==> src/hdl/hssm_pkg.sv <==
package hssm_pkg;

    localparam int REV_STEPS     = 4096;
    localparam int REV_W         = 16;
    localparam int DUR_W         = 24;
    localparam int STEP_W        = 21;
    localparam int MIN_W         = 8;
    localparam int PHASE_W       = 3;
    localparam int COIL_W        = 4;
    localparam int SPR_W         = 17;
    localparam int PROD_W        = REV_W + 1 + SPR_W;
    localparam int SHIFT_W       = PROD_W - 8;
    localparam int CNT_W         = $clog2(DUR_W);

    localparam logic [STEP_W-1:0] MAX_POS_STEPS = STEP_W'(1048575);
    localparam logic [STEP_W-1:0] MAX_NEG_STEPS = STEP_W'(1048576);
    localparam logic [MIN_W-1:0]  MIN_RESET     = MIN_W'(1);
    localparam logic [DUR_W-1:0]  DELAY_RESET   = DUR_W'(2);

    typedef enum logic {
        S_IDLE,
        S_DIV
    } t_state;

    typedef struct packed {
        logic exec;
        logic start_div;
        logic finish;
    } t_dp_ctl;

    typedef struct packed {
        logic need_div;
        logic out_free;
        logic div_done;
    } t_dp_sts;

    function automatic logic [COIL_W-1:0] coil_pattern(input logic [PHASE_W-1:0] ph);
        logic [COIL_W-1:0] pat;
        begin
            case (ph)
                3'd0:    pat = 4'h1;
                3'd1:    pat = 4'h3;
                3'd2:    pat = 4'h2;
                3'd3:    pat = 4'h6;
                3'd4:    pat = 4'h4;
                3'd5:    pat = 4'hC;
                3'd6:    pat = 4'h8;
                3'd7:    pat = 4'h9;
                default: pat = 4'h0;
            endcase
            return pat;
        end
    endfunction

endpackage

==> src/hdl/hssm_div.sv <==
module hssm_div (
    input  logic                         i_clk,
    input  logic                         i_rst_n,
    input  logic                         i_start,
    input  logic [hssm_pkg::DUR_W-1:0]   i_dividend,
    input  logic [hssm_pkg::STEP_W-1:0]  i_divisor,
    output logic                         o_done,
    output logic [hssm_pkg::DUR_W-1:0]   o_quotient
);
    import hssm_pkg::*;

    logic              r_busy;
    logic              r_done;
    logic [CNT_W-1:0]  r_cnt;
    logic [STEP_W-1:0] r_rem;
    logic [DUR_W-1:0]  r_quo;
    logic [STEP_W-1:0] r_dvs;
    logic [STEP_W:0]   w_trial;

    assign w_trial    = {r_rem, r_quo[DUR_W-1]} - {1'b0, r_dvs};
    assign o_done     = r_done;
    assign o_quotient = r_quo;

    always_ff @(posedge i_clk) begin
        if (!i_rst_n) begin
            r_busy <= 1'b0;
            r_done <= 1'b0;
            r_cnt  <= '0;
        end else begin
            r_done <= 1'b0;
            if (i_start) begin
                r_busy <= 1'b1;
                r_cnt  <= CNT_W'(DUR_W - 1);
            end else if (r_busy) begin
                r_cnt <= r_cnt - CNT_W'(1);
                if (r_cnt == '0) begin
                    r_busy <= 1'b0;
                    r_done <= 1'b1;
                end
            end
        end
    end

    always_ff @(posedge i_clk) begin
        if (i_start) begin
            r_rem <= '0;
            r_quo <= i_dividend;
            r_dvs <= i_divisor;
        end else if (r_busy) begin
            if (!w_trial[STEP_W]) begin
                r_rem <= w_trial[STEP_W-1:0];
                r_quo <= {r_quo[DUR_W-2:0], 1'b1};
            end else begin
                r_rem <= {r_rem[STEP_W-2:0], r_quo[DUR_W-1]};
                r_quo <= {r_quo[DUR_W-2:0], 1'b0};
            end
        end
    end

endmodule

==> src/hdl/hssm_dp.sv <==
module hssm_dp (
    input  logic                                i_clk,
    input  logic                                i_rst_n,
    input  hssm_pkg::t_dp_ctl                   i_ctl,
    output hssm_pkg::t_dp_sts                   o_sts,
    input  logic                                i_cfg_we,
    input  logic [hssm_pkg::MIN_W-1:0]          i_cfg_data,
    input  logic                                i_cmd,
    input  logic signed [hssm_pkg::REV_W-1:0]   i_revolutions_q8,
    input  logic [hssm_pkg::DUR_W-1:0]          i_duration_ms,
    input  logic                                i_out_stall,
    output logic                                o_out_valid,
    output logic [hssm_pkg::COIL_W-1:0]         o_coil_pattern,
    output logic                                o_coils_energized,
    output logic [hssm_pkg::PHASE_W-1:0]        o_phase,
    output logic signed [hssm_pkg::STEP_W-1:0]  o_steps_left,
    output logic                                o_step_taken,
    output logic                                o_busy_res
);
    import hssm_pkg::*;

    logic [MIN_W-1:0]          r_min;
    logic signed [STEP_W-1:0]  r_rem;
    logic [DUR_W-1:0]          r_sd;
    logic [DUR_W-1:0]          r_dl;
    logic [PHASE_W-1:0]        r_ph;
    logic                      r_en;
    logic                      r_neg;
    logic [STEP_W-1:0]         r_mag;
    logic                      r_out_valid;
    logic [COIL_W-1:0]         r_coil;
    logic                      r_energ;
    logic [PHASE_W-1:0]        r_phase;
    logic signed [STEP_W-1:0]  r_left;
    logic                      r_taken;
    logic                      r_busy;

    logic signed [STEP_W-1:0]  n_rem;
    logic [DUR_W-1:0]          n_sd;
    logic [DUR_W-1:0]          n_dl;
    logic [PHASE_W-1:0]        n_ph;
    logic                      n_en;
    logic                      w_step;

    logic                      w_neg;
    logic [REV_W:0]            w_rmag;
    logic [PROD_W-1:0]         w_prod;
    logic [SHIFT_W-1:0]        w_shift;
    logic [STEP_W-1:0]         w_limit;
    logic [STEP_W-1:0]         w_mag;
    logic                      w_div_done;
    logic [DUR_W-1:0]          w_quo;
    logic [MIN_W-1:0]          w_floor;
    logic [DUR_W-1:0]          w_delay;
    logic signed [STEP_W-1:0]  w_new_rem;
    logic                      w_load;

    assign w_neg   = i_revolutions_q8[REV_W-1];
    assign w_rmag  = w_neg ? ((REV_W+1)'(1 << REV_W) - {1'b0, i_revolutions_q8})
                           : {1'b0, i_revolutions_q8};
    assign w_prod  = PROD_W'(w_rmag) * PROD_W'(REV_STEPS);
    assign w_shift = w_prod[PROD_W-1:8];
    assign w_limit = w_neg ? MAX_NEG_STEPS : MAX_POS_STEPS;
    assign w_mag   = (w_shift > SHIFT_W'(w_limit)) ? w_limit : w_shift[STEP_W-1:0];

    hssm_div u_div (
        .i_clk      (i_clk),
        .i_rst_n    (i_rst_n),
        .i_start    (i_ctl.start_div),
        .i_dividend (i_duration_ms),
        .i_divisor  (w_mag),
        .o_done     (w_div_done),
        .o_quotient (w_quo)
    );

    assign w_floor   = (r_min == '0) ? MIN_W'(1) : r_min;
    assign w_delay   = (w_quo < DUR_W'(w_floor)) ? DUR_W'(w_floor) : w_quo;
    assign w_new_rem = r_neg ? (STEP_W'(0) - $signed(r_mag)) : $signed(r_mag);
    assign w_load    = i_ctl.exec || i_ctl.finish;

    assign o_sts.need_div = i_cmd && (w_mag != '0);
    assign o_sts.out_free = !r_out_valid || !i_out_stall;
    assign o_sts.div_done = w_div_done;

    always_comb begin
        n_rem  = r_rem;
        n_sd   = r_sd;
        n_dl   = r_dl;
        n_ph   = r_ph;
        n_en   = r_en;
        w_step = 1'b0;
        if (i_ctl.exec) begin
            if (i_cmd) begin
                if (i_revolutions_q8 == '0) begin
                    n_rem = '0;
                end
            end else if (r_dl != '0) begin
                n_dl = r_dl - DUR_W'(1);
                if (r_dl == DUR_W'(1)) begin
                    if (r_rem != '0) begin
                        w_step = 1'b1;
                    end else begin
                        n_en = 1'b0;
                    end
                end
            end
        end
        if (i_ctl.finish) begin
            n_sd  = w_delay;
            n_rem = w_new_rem;
            if (r_dl == '0) begin
                w_step = 1'b1;
            end
        end
        if (w_step) begin
            if (n_rem > 0) begin
                n_ph  = n_ph + PHASE_W'(1);
                n_rem = n_rem - STEP_W'(1);
            end else begin
                n_ph  = n_ph - PHASE_W'(1);
                n_rem = n_rem + STEP_W'(1);
            end
            n_en = 1'b1;
            n_dl = n_sd;
        end
    end

    always_ff @(posedge i_clk) begin
        if (!i_rst_n) begin
            r_min       <= MIN_RESET;
            r_rem       <= '0;
            r_sd        <= DELAY_RESET;
            r_dl        <= '0;
            r_ph        <= '0;
            r_en        <= 1'b0;
            r_out_valid <= 1'b0;
        end else begin
            if (i_cfg_we) begin
                r_min <= i_cfg_data;
            end
            r_rem <= n_rem;
            r_sd  <= n_sd;
            r_dl  <= n_dl;
            r_ph  <= n_ph;
            r_en  <= n_en;
            if (w_load) begin
                r_out_valid <= 1'b1;
            end else if (!i_out_stall) begin
                r_out_valid <= 1'b0;
            end
        end
    end

    always_ff @(posedge i_clk) begin
        if (i_ctl.start_div) begin
            r_neg <= w_neg;
            r_mag <= w_mag;
        end
        if (w_load) begin
            r_coil  <= n_en ? coil_pattern(n_ph) : '0;
            r_energ <= n_en;
            r_phase <= n_ph;
            r_left  <= n_rem;
            r_taken <= w_step;
            r_busy  <= (n_dl != '0);
        end
    end

    assign o_out_valid       = r_out_valid;
    assign o_coil_pattern    = r_coil;
    assign o_coils_energized = r_energ;
    assign o_phase           = r_phase;
    assign o_steps_left      = r_left;
    assign o_step_taken      = r_taken;
    assign o_busy_res        = r_busy;

endmodule

==> src/hdl/hssm_ctrl.sv <==
module hssm_ctrl (
    input  logic               i_clk,
    input  logic               i_rst_n,
    input  logic               i_in_valid,
    output logic               o_in_stall,
    input  hssm_pkg::t_dp_sts  i_sts,
    output hssm_pkg::t_dp_ctl  o_ctl
);
    import hssm_pkg::*;

    t_state r_state;
    t_state n_state;

    always_ff @(posedge i_clk) begin
        if (!i_rst_n) begin
            r_state <= S_IDLE;
        end else begin
            r_state <= n_state;
        end
    end

    always_comb begin
        n_state    = r_state;
        o_ctl      = '0;
        o_in_stall = 1'b1;
        case (r_state)
            S_IDLE: begin
                o_in_stall = !i_sts.out_free;
                if (i_in_valid && i_sts.out_free) begin
                    if (i_sts.need_div) begin
                        o_ctl.start_div = 1'b1;
                        n_state         = S_DIV;
                    end else begin
                        o_ctl.exec = 1'b1;
                    end
                end
            end
            S_DIV: begin
                if (i_sts.div_done) begin
                    o_ctl.finish = 1'b1;
                    n_state      = S_IDLE;
                end
            end
            default: begin
                n_state = S_IDLE;
            end
        endcase
    end

endmodule

==> src/hdl/half_step_stepper_move_controller_unit.sv <==
// Timing: a tick or a zero-step command gives its registered result in the cycle after
// acceptance; a move command gives its result once the divider has finished.
// Flow: one tick per cycle while the output is not stalled; the input stalls while a
// move runs the bit-serial restoring divider that computes the step delay.
// Reset: synchronous, active low; clears the motion state, sets the delay floor to 1.
module half_step_stepper_move_controller_unit (
    input  logic                                i_clk,
    input  logic                                i_rst_n,
    input  logic                                i_cfg_we,
    input  logic [hssm_pkg::MIN_W-1:0]          i_cfg_data,
    input  logic                                i_in_valid,
    output logic                                o_in_stall,
    input  logic                                i_cmd,
    input  logic signed [hssm_pkg::REV_W-1:0]   i_revolutions_q8,
    input  logic [hssm_pkg::DUR_W-1:0]          i_duration_ms,
    output logic                                o_out_valid,
    input  logic                                i_out_stall,
    output logic [hssm_pkg::COIL_W-1:0]         o_coil_pattern,
    output logic                                o_coils_energized,
    output logic [hssm_pkg::PHASE_W-1:0]        o_phase,
    output logic signed [hssm_pkg::STEP_W-1:0]  o_steps_left,
    output logic                                o_step_taken,
    output logic                                o_busy_res
);
    import hssm_pkg::*;

    t_dp_ctl w_ctl;
    t_dp_sts w_sts;

    hssm_ctrl u_ctrl (
        .i_clk      (i_clk),
        .i_rst_n    (i_rst_n),
        .i_in_valid (i_in_valid),
        .o_in_stall (o_in_stall),
        .i_sts      (w_sts),
        .o_ctl      (w_ctl)
    );

    hssm_dp u_dp (
        .i_clk             (i_clk),
        .i_rst_n           (i_rst_n),
        .i_ctl             (w_ctl),
        .o_sts             (w_sts),
        .i_cfg_we          (i_cfg_we),
        .i_cfg_data        (i_cfg_data),
        .i_cmd             (i_cmd),
        .i_revolutions_q8  (i_revolutions_q8),
        .i_duration_ms     (i_duration_ms),
        .i_out_stall       (i_out_stall),
        .o_out_valid       (o_out_valid),
        .o_coil_pattern    (o_coil_pattern),
        .o_coils_energized (o_coils_energized),
        .o_phase           (o_phase),
        .o_steps_left      (o_steps_left),
        .o_step_taken      (o_step_taken),
        .o_busy_res        (o_busy_res)
    );

    a_finish_after_div: assert property (@(posedge i_clk) disable iff (!i_rst_n)
        w_ctl.finish |-> w_sts.div_done)
        else $error("command finished without a divider result");

    a_stall_during_div: assert property (@(posedge i_clk) disable iff (!i_rst_n)
        w_ctl.start_div |=> o_in_stall)
        else $error("input taken while the divider runs");

    a_idle_no_steps: assert property (@(posedge i_clk) disable iff (!i_rst_n)
        (o_out_valid && !o_busy_res) |-> (o_steps_left == '0))
        else $error("steps remain while no delay runs");

    a_step_energizes: assert property (@(posedge i_clk) disable iff (!i_rst_n)
        (o_out_valid && o_step_taken) |-> (o_coils_energized && o_busy_res))
        else $error("step taken with coils off or no delay");

endmodule

==> config.mk <==
export PLATFORM = sky130hd
export DESIGN_NAME = half_step_stepper_move_controller_unit
export DESIGN_NICKNAME = d
export VERILOG_FILES = /design/src/hdl/hssm_pkg.sv /design/src/hdl/hssm_div.sv /design/src/hdl/hssm_dp.sv /design/src/hdl/hssm_ctrl.sv /design/src/hdl/half_step_stepper_move_controller_unit.sv
export SDC_FILE = /design/constraint.sdc
export NUM_CORES = 1
export LEC_CHECK = 0
export ABC_AREA = 1
export BUFFER_PORTS_ARGS = -buffer_cell sky130_fd_sc_hd__buf_4
export CORE_MARGIN = 2
export CORE_UTILIZATION = 27
export CTS_CLUSTER_SIZE = 20
export DETAILED_ROUTE_END_ITERATION = 10
export PLACE_DENSITY_LB_ADDON = 0.05
export SLEW_MARGIN = 25
export SYNTH_ARGS = -nofsm -noshare
export SYNTH_HDL_FRONTEND = slang
export SYNTH_SLANG_ARGS = --single-unit
export TNS_END_PERCENT = 100
==> constraint.sdc <==
create_clock -name i_clk -period 6 [get_ports i_clk]
set_input_delay 1.2 -clock i_clk [delete_from_list [all_inputs] [get_ports i_clk]]
set_output_delay 1.2 -clock i_clk [all_outputs]
set_load 0.05 [all_outputs]
# Yosys cells after proc, flatten, opt, wreduce, memory -nomap -nowiden
# Memory sizes are Yosys's and may differ from the RTL's. A register that Yosys moved wholly into a read port is not among the register bits.
# Index checks and enable logic that the tools add are counted.
# op_classes
shift	0
mux	54
multipliers	0
n_lt_le_gt_ge	3
div_mod_pow	0
eq_ne	2
reduce_logical	19
n_addsub	9
n_bitwise	3
# op_table
cell	count
21-bit 2-to-1 mux	10
24-bit 2-to-1 mux	8
24-bit nonzero test	2
21-bit nonzero test	2
1-bit 2-to-1 mux	27
24-bit by 1-bit == test with 1-bit output, second input constant	1
24-bit zero test	1
24-bit by 8-bit less-than comparator with 1-bit output	1
24-bit by 1-bit subtractor with 24-bit output, second input constant	1
22-bit by 21-bit subtractor with 22-bit output	1
21-bit by 2-bit adder with 21-bit output, second input constant	1
21-bit by 1-bit greater-than comparator with 1-bit output, second input constant	1
21-bit greater-than comparator	1
1-bit by 21-bit subtractor with 21-bit output, first input constant	1
21-bit by 2-bit subtractor with 21-bit output, second input constant	1
17-bit 2-to-1 mux	1
17-bit by 16-bit subtractor with 17-bit output, first input constant	1
16-bit zero test	1
5-bit 2-to-1 mux	2
8-bit zero test	1
8-bit 2-to-1 mux	1
3-bit 2-to-1 mux	2
5-bit zero test	1
5-bit by 1-bit subtractor with 5-bit output, second input constant	1
other kinds (12)	20
# word_totals
latch_bits	0
ff_bits	184
elab_cells	112
mem_bits_rw	0
memories	1
rom_bits	32
output_inout_bits	33
inputBits	54
# memory_table
memory	words	width	rd	rd_ports_with_merged_regs	wr	line_no	source
(name not given)	8	4	1	1	0	hssm_pkg.sv:40	case (ph)

# Logic depth before layout (Yosys ltp)
# depth
word_depth	14
depth_mapped	40
ltp_nobuf	39

# By module
# A second synthesis with hierarchy kept.
# hier_totals
hier_cells	1872
area_unflattened_um2	13262.7
# by_module_without_submodules
mod	instances	cells_per_inst	seq_area_each_um2	area_each_um2
hssm_dp	1	1227	3143.0	8550.7
hssm_div	1	629	1911.8	4624.4
hssm_ctrl	1	16	20.0	87.6

# Least setup slack after synthesis
# OpenSTA, ideal clock, no wires.
# synth_path
path_kind	input port to flip-flop
startpoint	input i_revolutions_q8[0] (netlist name)
endpoint	register u_dp.r_left[20] (netlist: u_dp.o_steps_left[20]), data pin
arrival_ns	5.489
n_path_buf	1
setup_ns	0.254
t_required_ns	5.746
path_slack_ns	0.257
cell_stages	37
cell_sequence	inv_2 -> ha_1 -> inv_1 -> nand2_1 -> xnor2_1 -> nor2_1 -> nand2_1 -> nor2_1 -> nand2_1 -> nor2_2 -> nand3_2 -> nand2_2 -> nand3_2 -> buf_6 -> a21oi_1 -> nand3_1 -> nor2_2 -> nand3_4 -> nand2_4 -> inv_1 -> ha_1 -> a21oi_1 -> o21ai_0 -> a21boi_0 -> inv_1 -> nand2_1 -> o211ai_1 -> a21boi_0 -> o21ai_0 -> a21oi_1 -> o21ai_0 -> nand2_1 -> nand2_1 -> a21oi_1 -> xnor2_1 -> nand2_1 -> nand2_1
# synth_between
elab_chain_len	14
elab_cells_between_ends	22
classes_between	3 x add/sub; 2 x order compare; 14 x mux; 3 x reduce/logical
# synth_rtl
item	line_no	source
start: declaration	half_step_stepper_move_controller_unit.sv:14	input logic signed [hssm_pkg::REV_W-1:0] i_revolutions_q8,
17-bit by 16-bit subtractor with 17-bit output	hssm_dp.sv:59	assign w_rmag = w_neg ? ((REV_W+1)'(1 << REV_W) - {1'b0, i_revolutions_q8})
17-bit 2-to-1 mux	hssm_dp.sv:59	
21-bit greater-than comparator	hssm_dp.sv:64	assign w_mag = (w_shift > SHIFT_W'(w_limit)) ? w_limit : w_shift[STEP_W-1:0];
21-bit 2-to-1 mux	hssm_dp.sv:64	
21-bit nonzero test	hssm_dp.sv:81	assign o_sts.need_div = i_cmd && (w_mag != '0);
1-bit logical AND	hssm_dp.sv:81	
1-bit 2-to-1 mux	hssm_ctrl.sv:30	if (i_sts.need_div) begin
2-bit 2-to-1 mux	hssm_ctrl.sv:29	if (i_in_valid && i_sts.out_free) begin
2-bit 2-to-1 mux	hssm_ctrl.sv:26	case (r_state)
21-bit 2-to-1 mux	hssm_dp.sv:92	if (i_ctl.exec) begin
21-bit 2-to-1 mux	hssm_dp.sv:108	if (i_ctl.finish) begin
21-bit by 2-bit adder with 21-bit output, or another cell as far along	hssm_dp.sv:121	n_rem = n_rem + STEP_W'(1);
21-bit 2-to-1 mux	hssm_dp.sv:116	if (n_rem > 0) begin
21-bit 2-to-1 mux (*)	hssm_dp.sv:115	if (w_step) begin
via u_dp.n_rem[20]	hssm_dp.sv:38	logic signed [STEP_W-1:0] n_rem;
end signal: assignment	hssm_dp.sv:163	r_left <= n_rem;
end: declaration	hssm_dp.sv:34	logic signed [STEP_W-1:0] r_left;
# The timed path passes the listed nets; every way through them passes the cells marked *.
# A chain may end at the register's enable or synchronous reset.

# Worst setup path in the final report
# layout_path
startpoint	input i_revolutions_q8[1] (netlist name)
endpoint	register u_dp.r_rem[20]
# layout_between
elab_chain_len	14
elab_cells_between_ends	22
classes_between	3 x add/sub; 2 x order compare; 14 x mux; 3 x reduce/logical
# layout_rtl
item	line_no	source
17-bit by 16-bit subtractor with 17-bit output	hssm_dp.sv:59	
17-bit 2-to-1 mux	hssm_dp.sv:59	
21-bit greater-than comparator	hssm_dp.sv:64	
21-bit 2-to-1 mux	hssm_dp.sv:64	
21-bit nonzero test	hssm_dp.sv:81	
1-bit logical AND	hssm_dp.sv:81	
1-bit 2-to-1 mux	hssm_ctrl.sv:30	
2-bit 2-to-1 mux	hssm_ctrl.sv:29	
2-bit 2-to-1 mux	hssm_ctrl.sv:26	
21-bit 2-to-1 mux	hssm_dp.sv:92	
21-bit 2-to-1 mux	hssm_dp.sv:108	
21-bit by 2-bit adder with 21-bit output, or another cell as far along	hssm_dp.sv:121	
21-bit 2-to-1 mux	hssm_dp.sv:116	
21-bit 2-to-1 mux (*)	hssm_dp.sv:115	
end signal: assignment	hssm_dp.sv:141	r_rem <= n_rem;
end: declaration	hssm_dp.sv:23	logic signed [STEP_W-1:0] r_rem;
# Mark *: on every way between the ends. The rest lies on a longest branch, timed or not.

==> reports/qor.csv <==
stage;metric;value;unit
route;final wirelength;35.1;mm
worst_setup_path;CP required;6.38;ns
route;1st-iter DRT viols;531;
synth;register area share after synthesis;38.8;%
worst_setup_path;largest stage delay on the critical path;0.28;ns
power_and_ir_drop;Pwr Density;296;mW/mm^2
floorplanning;Initial Utilization;27.3;%
cells_and_area;fin nets;1815;
worst_setup_path;CP startpoint kind;input pin;
timing;worst clock skew;0.0148;ns
synth;number of flops mapped to enable cells by yosys;74;
synth;Mapped Cells;1582;
clocking;Max Root-Sink Buffers;2;
route;Post-DRT Antenna Nets;0;
power_and_ir_drop;leakage;6.47;nW
clocking;Root Buffer;clkbuf_16;
synth;Synth top area share;19.4;%
route;post-route DRC violation count;0;
synth;Synth Cell Area;0.0115;sq mm
worst_setup_path;Arrival @ worst endpoint;5.74;ns
synth;Primary FF master, synth;dfxtp_1;
grt;number of antenna violations at the first check in global routing;0;
run_status;status;finished clean;
timing;setup ws final;0.644;ns
timing;final hold vios;0;
flow_run;Max Cap Viol;0;
hold_path;Hold Path Class;flip-flop to flip-flop;
cells_and_area;share of layout cells above drive strength 1;14.3;%
grt;first-pass GRT wire length;56.2;mm
timing;Worst Max-Slew Pin Slew;1.03;ns
floorplanning;FP Rows;75;
timing;setup_tns;0;ns
clocking;number of CTS-inserted buffers;17;
floorplanning;die area;0.0441;sq mm
synth;Avg Inst Size Synth;7.24;sq um
synth;ys async rst share;0;%
cells_and_area;most frequent cells in the layout;nand2_1 (319), inv_1 (240), nor2_1 (182);
place;DPL Wire Length;27.0;mm
clocking;worst skew pair latency;0.46;ns
grt;pin count of the biggest net entering global routing;70;
route;Routed wire per std cell;15.5;um
route;Pre-Repair DR Iteration Count;5;
synth;Cell variety after synth;51;
cells_and_area;fill count;4533;
clocking;# clock sinks;185;
grt;vias in the first global route;9946;
timing;RSZ-0062 raised after global routing;no;
clocking;Worst-path clk slew;0.08;ns
floorplanning;Ports;87;
timing;Final Max Tran Viols;0;
worst_setup_path;crit end category;flip-flop;
worst_setup_path;WS Path Type;input pin to flip-flop;
worst_setup_path;CP max stage cell;ha_1;
timing;worst hold slack;0.476;ns
place;# port buffers;86;
clocking;CTS Hold Bufs;0;
floorplanning;chip height;210;um
timing;Highest Clock Rate;187;MHz
grt;grt total ovfl;0;
place;dpl ws;-0.177;ns
synth;synth top area cells;dfxtp_1 (19%), edfxtp_1 (19%), nand2_1 (10%);
floorplanning;Die X;210;um
route;Vias;10200;
power_and_ir_drop;maximum vdd ir drop;0.162;mV
grt;gr usage total;16.6;%
clocking;CTS tree;built;
floorplanning;Core ar.;0.0419;sq mm
cells_and_area;fin util;32.6;%
worst_setup_path;Critical Path Fanout Max;21;
timing;setup violators final;0;
synth;yosys warns;0;
cells_and_area;antenna cells;0;
cells_and_area;Area Overhead vs Synth;19.4;%
timing;Rel. slew slack;31.4;%
place;routability cong.;0.822;
timing;Tcrit/Tclk final;89.3;%
worst_setup_path;most frequent cell on the critical path;nand2_1;
synth;post-synth top area cell;dfxtp_1;
timing;shortest period the worst path allows;5.36;ns
clocking;# H-tree levels;4;
route;vias per inst;4.51;
synth;#FFs+latches synth;185;
cells_and_area;most common cell after layout, fill and taps aside;nand2_1;
==> state kept, by name, summed over array words and instances (netlist names) <==
signal and count:
u_dp.r_rem 21, u_dp.r_ph 3, u_dp.r_min 8, u_dp.o_coils_energized 1, u_dp.o_phase 3, u_dp.r_en 1, u_dp.u_div.r_cnt 5, u_dp.o_coil_pattern 4
u_dp.u_div.o_done 1, u_dp.r_dl 24, u_dp.u_div.o_quotient 24, u_dp.u_div.r_rem 21, u_ctrl.r_state 1, u_dp.o_step_taken 1, u_dp.r_neg 1, u_dp.r_mag 18
u_dp.r_sd 24, u_dp.o_steps_left 21, u_dp.u_div.r_busy 1, u_dp.o_busy_res 1, u_dp.o_out_valid 1
==> final cells by class <==
class                      instances  area [sq um]  share of cell area (%)
inverter                         249           935                    6.83
clock inverter                    12           115                   0.842
multi-input combinational       1099          5900                    43.2
tap                              539           674                    4.93
sequential                       185          4440                    32.5
clock buffer                      20           457                    3.34
timing repair buffer             151          1150                    8.38
==> timing repair <==
action                     4_1_cts  5_1_grt
setup buffers                    0        1
gates resized for setup          0        7
setup endpoints to repair        0        6
==> worst max-delay path: cells and delay by family <==
family	cells	cell delay, ns
AO/OA/AOI/OAI	9	1.44
XOR/XNOR	2	0.27
buffers and inverters	8	0.77
AND/OR/NAND/NOR	18	1.56
adder cells (fa/ha/maj)	2	0.50
==> final timing paths <==
kind                                              start                         to  slack [ns]  depth (start not counted)
worst max-delay path                i_revolutions_q8[1]  u_dp.r_rem[20]$_SDFF_PN0_        0.64                         39
worst min-delay path            u_dp.r_sd[3]$_SDFF_PN0_    u_dp.r_sd[3]$_SDFF_PN0_        0.48                          2
worst max register to register  u_dp.r_mag[3]$_DFFE_PP_  u_dp.r_rem[20]$_SDFF_PN0_        0.81                         33
worst min register to register  u_dp.r_sd[3]$_SDFF_PN0_    u_dp.r_sd[3]$_SDFF_PN0_        0.48                          2
==> cell usage after synthesis, drive strengths merged, types with 15 or more instances <==
master and n:
nand2 344, edfxtp 74, nor3 19, a22oi 15, nand4 28, a21oi 120
xnor2 21, clkbuf 39, nand3 68, ha 55, o21ai 127, dfxtp 111
inv 246, nor2 194, xor2 31
==> power breakdown <==
group	internal [mW]	switching, mW
Sequential	1.43	0.0896
Clock	0.575	0.572
Combinational	0.476	0.898
Total	2.49	1.56
==> stage by stage <==
step / total power [mW] / std cells / area, sq um
after floorplan: 2.53 / 1583 / 11500
after global placement: 2.95 / 2222 / 13100
after detailed placement: 2.94 / 2222 / 13100
after CTS: 4.11 / 2254 / 13600
after global routing: 4.38 / 2255 / 13700
final: 4.04 / 2255 / 13700
==> layer usage <==
layer	vias up	wire length [um]	GRT usage [%]
met5	-	0	0
met3	21	1090	2.09
met2	164	14100	23.9
met4	0	463	4.70
li1	5392	-	-
met1	4595	19400	25.6
==> logic make-up (layout without fill, tap and decap cells) <==
logic type	Yosys count	after routing	share of synthesized area, %
adders and majority gates	58	58	6.53
muxes	2	2	0.175
buffers and inverters	299	432	10.1
and+or+nand+nor	686	686	26.3
xor gates and xnor gates	52	52	3.98
AOI/OAI and AO/OA	299	299	14.1
DFF	185	185	38.8
other	1	2	0.0327
(Power assumes the default switching activity.)
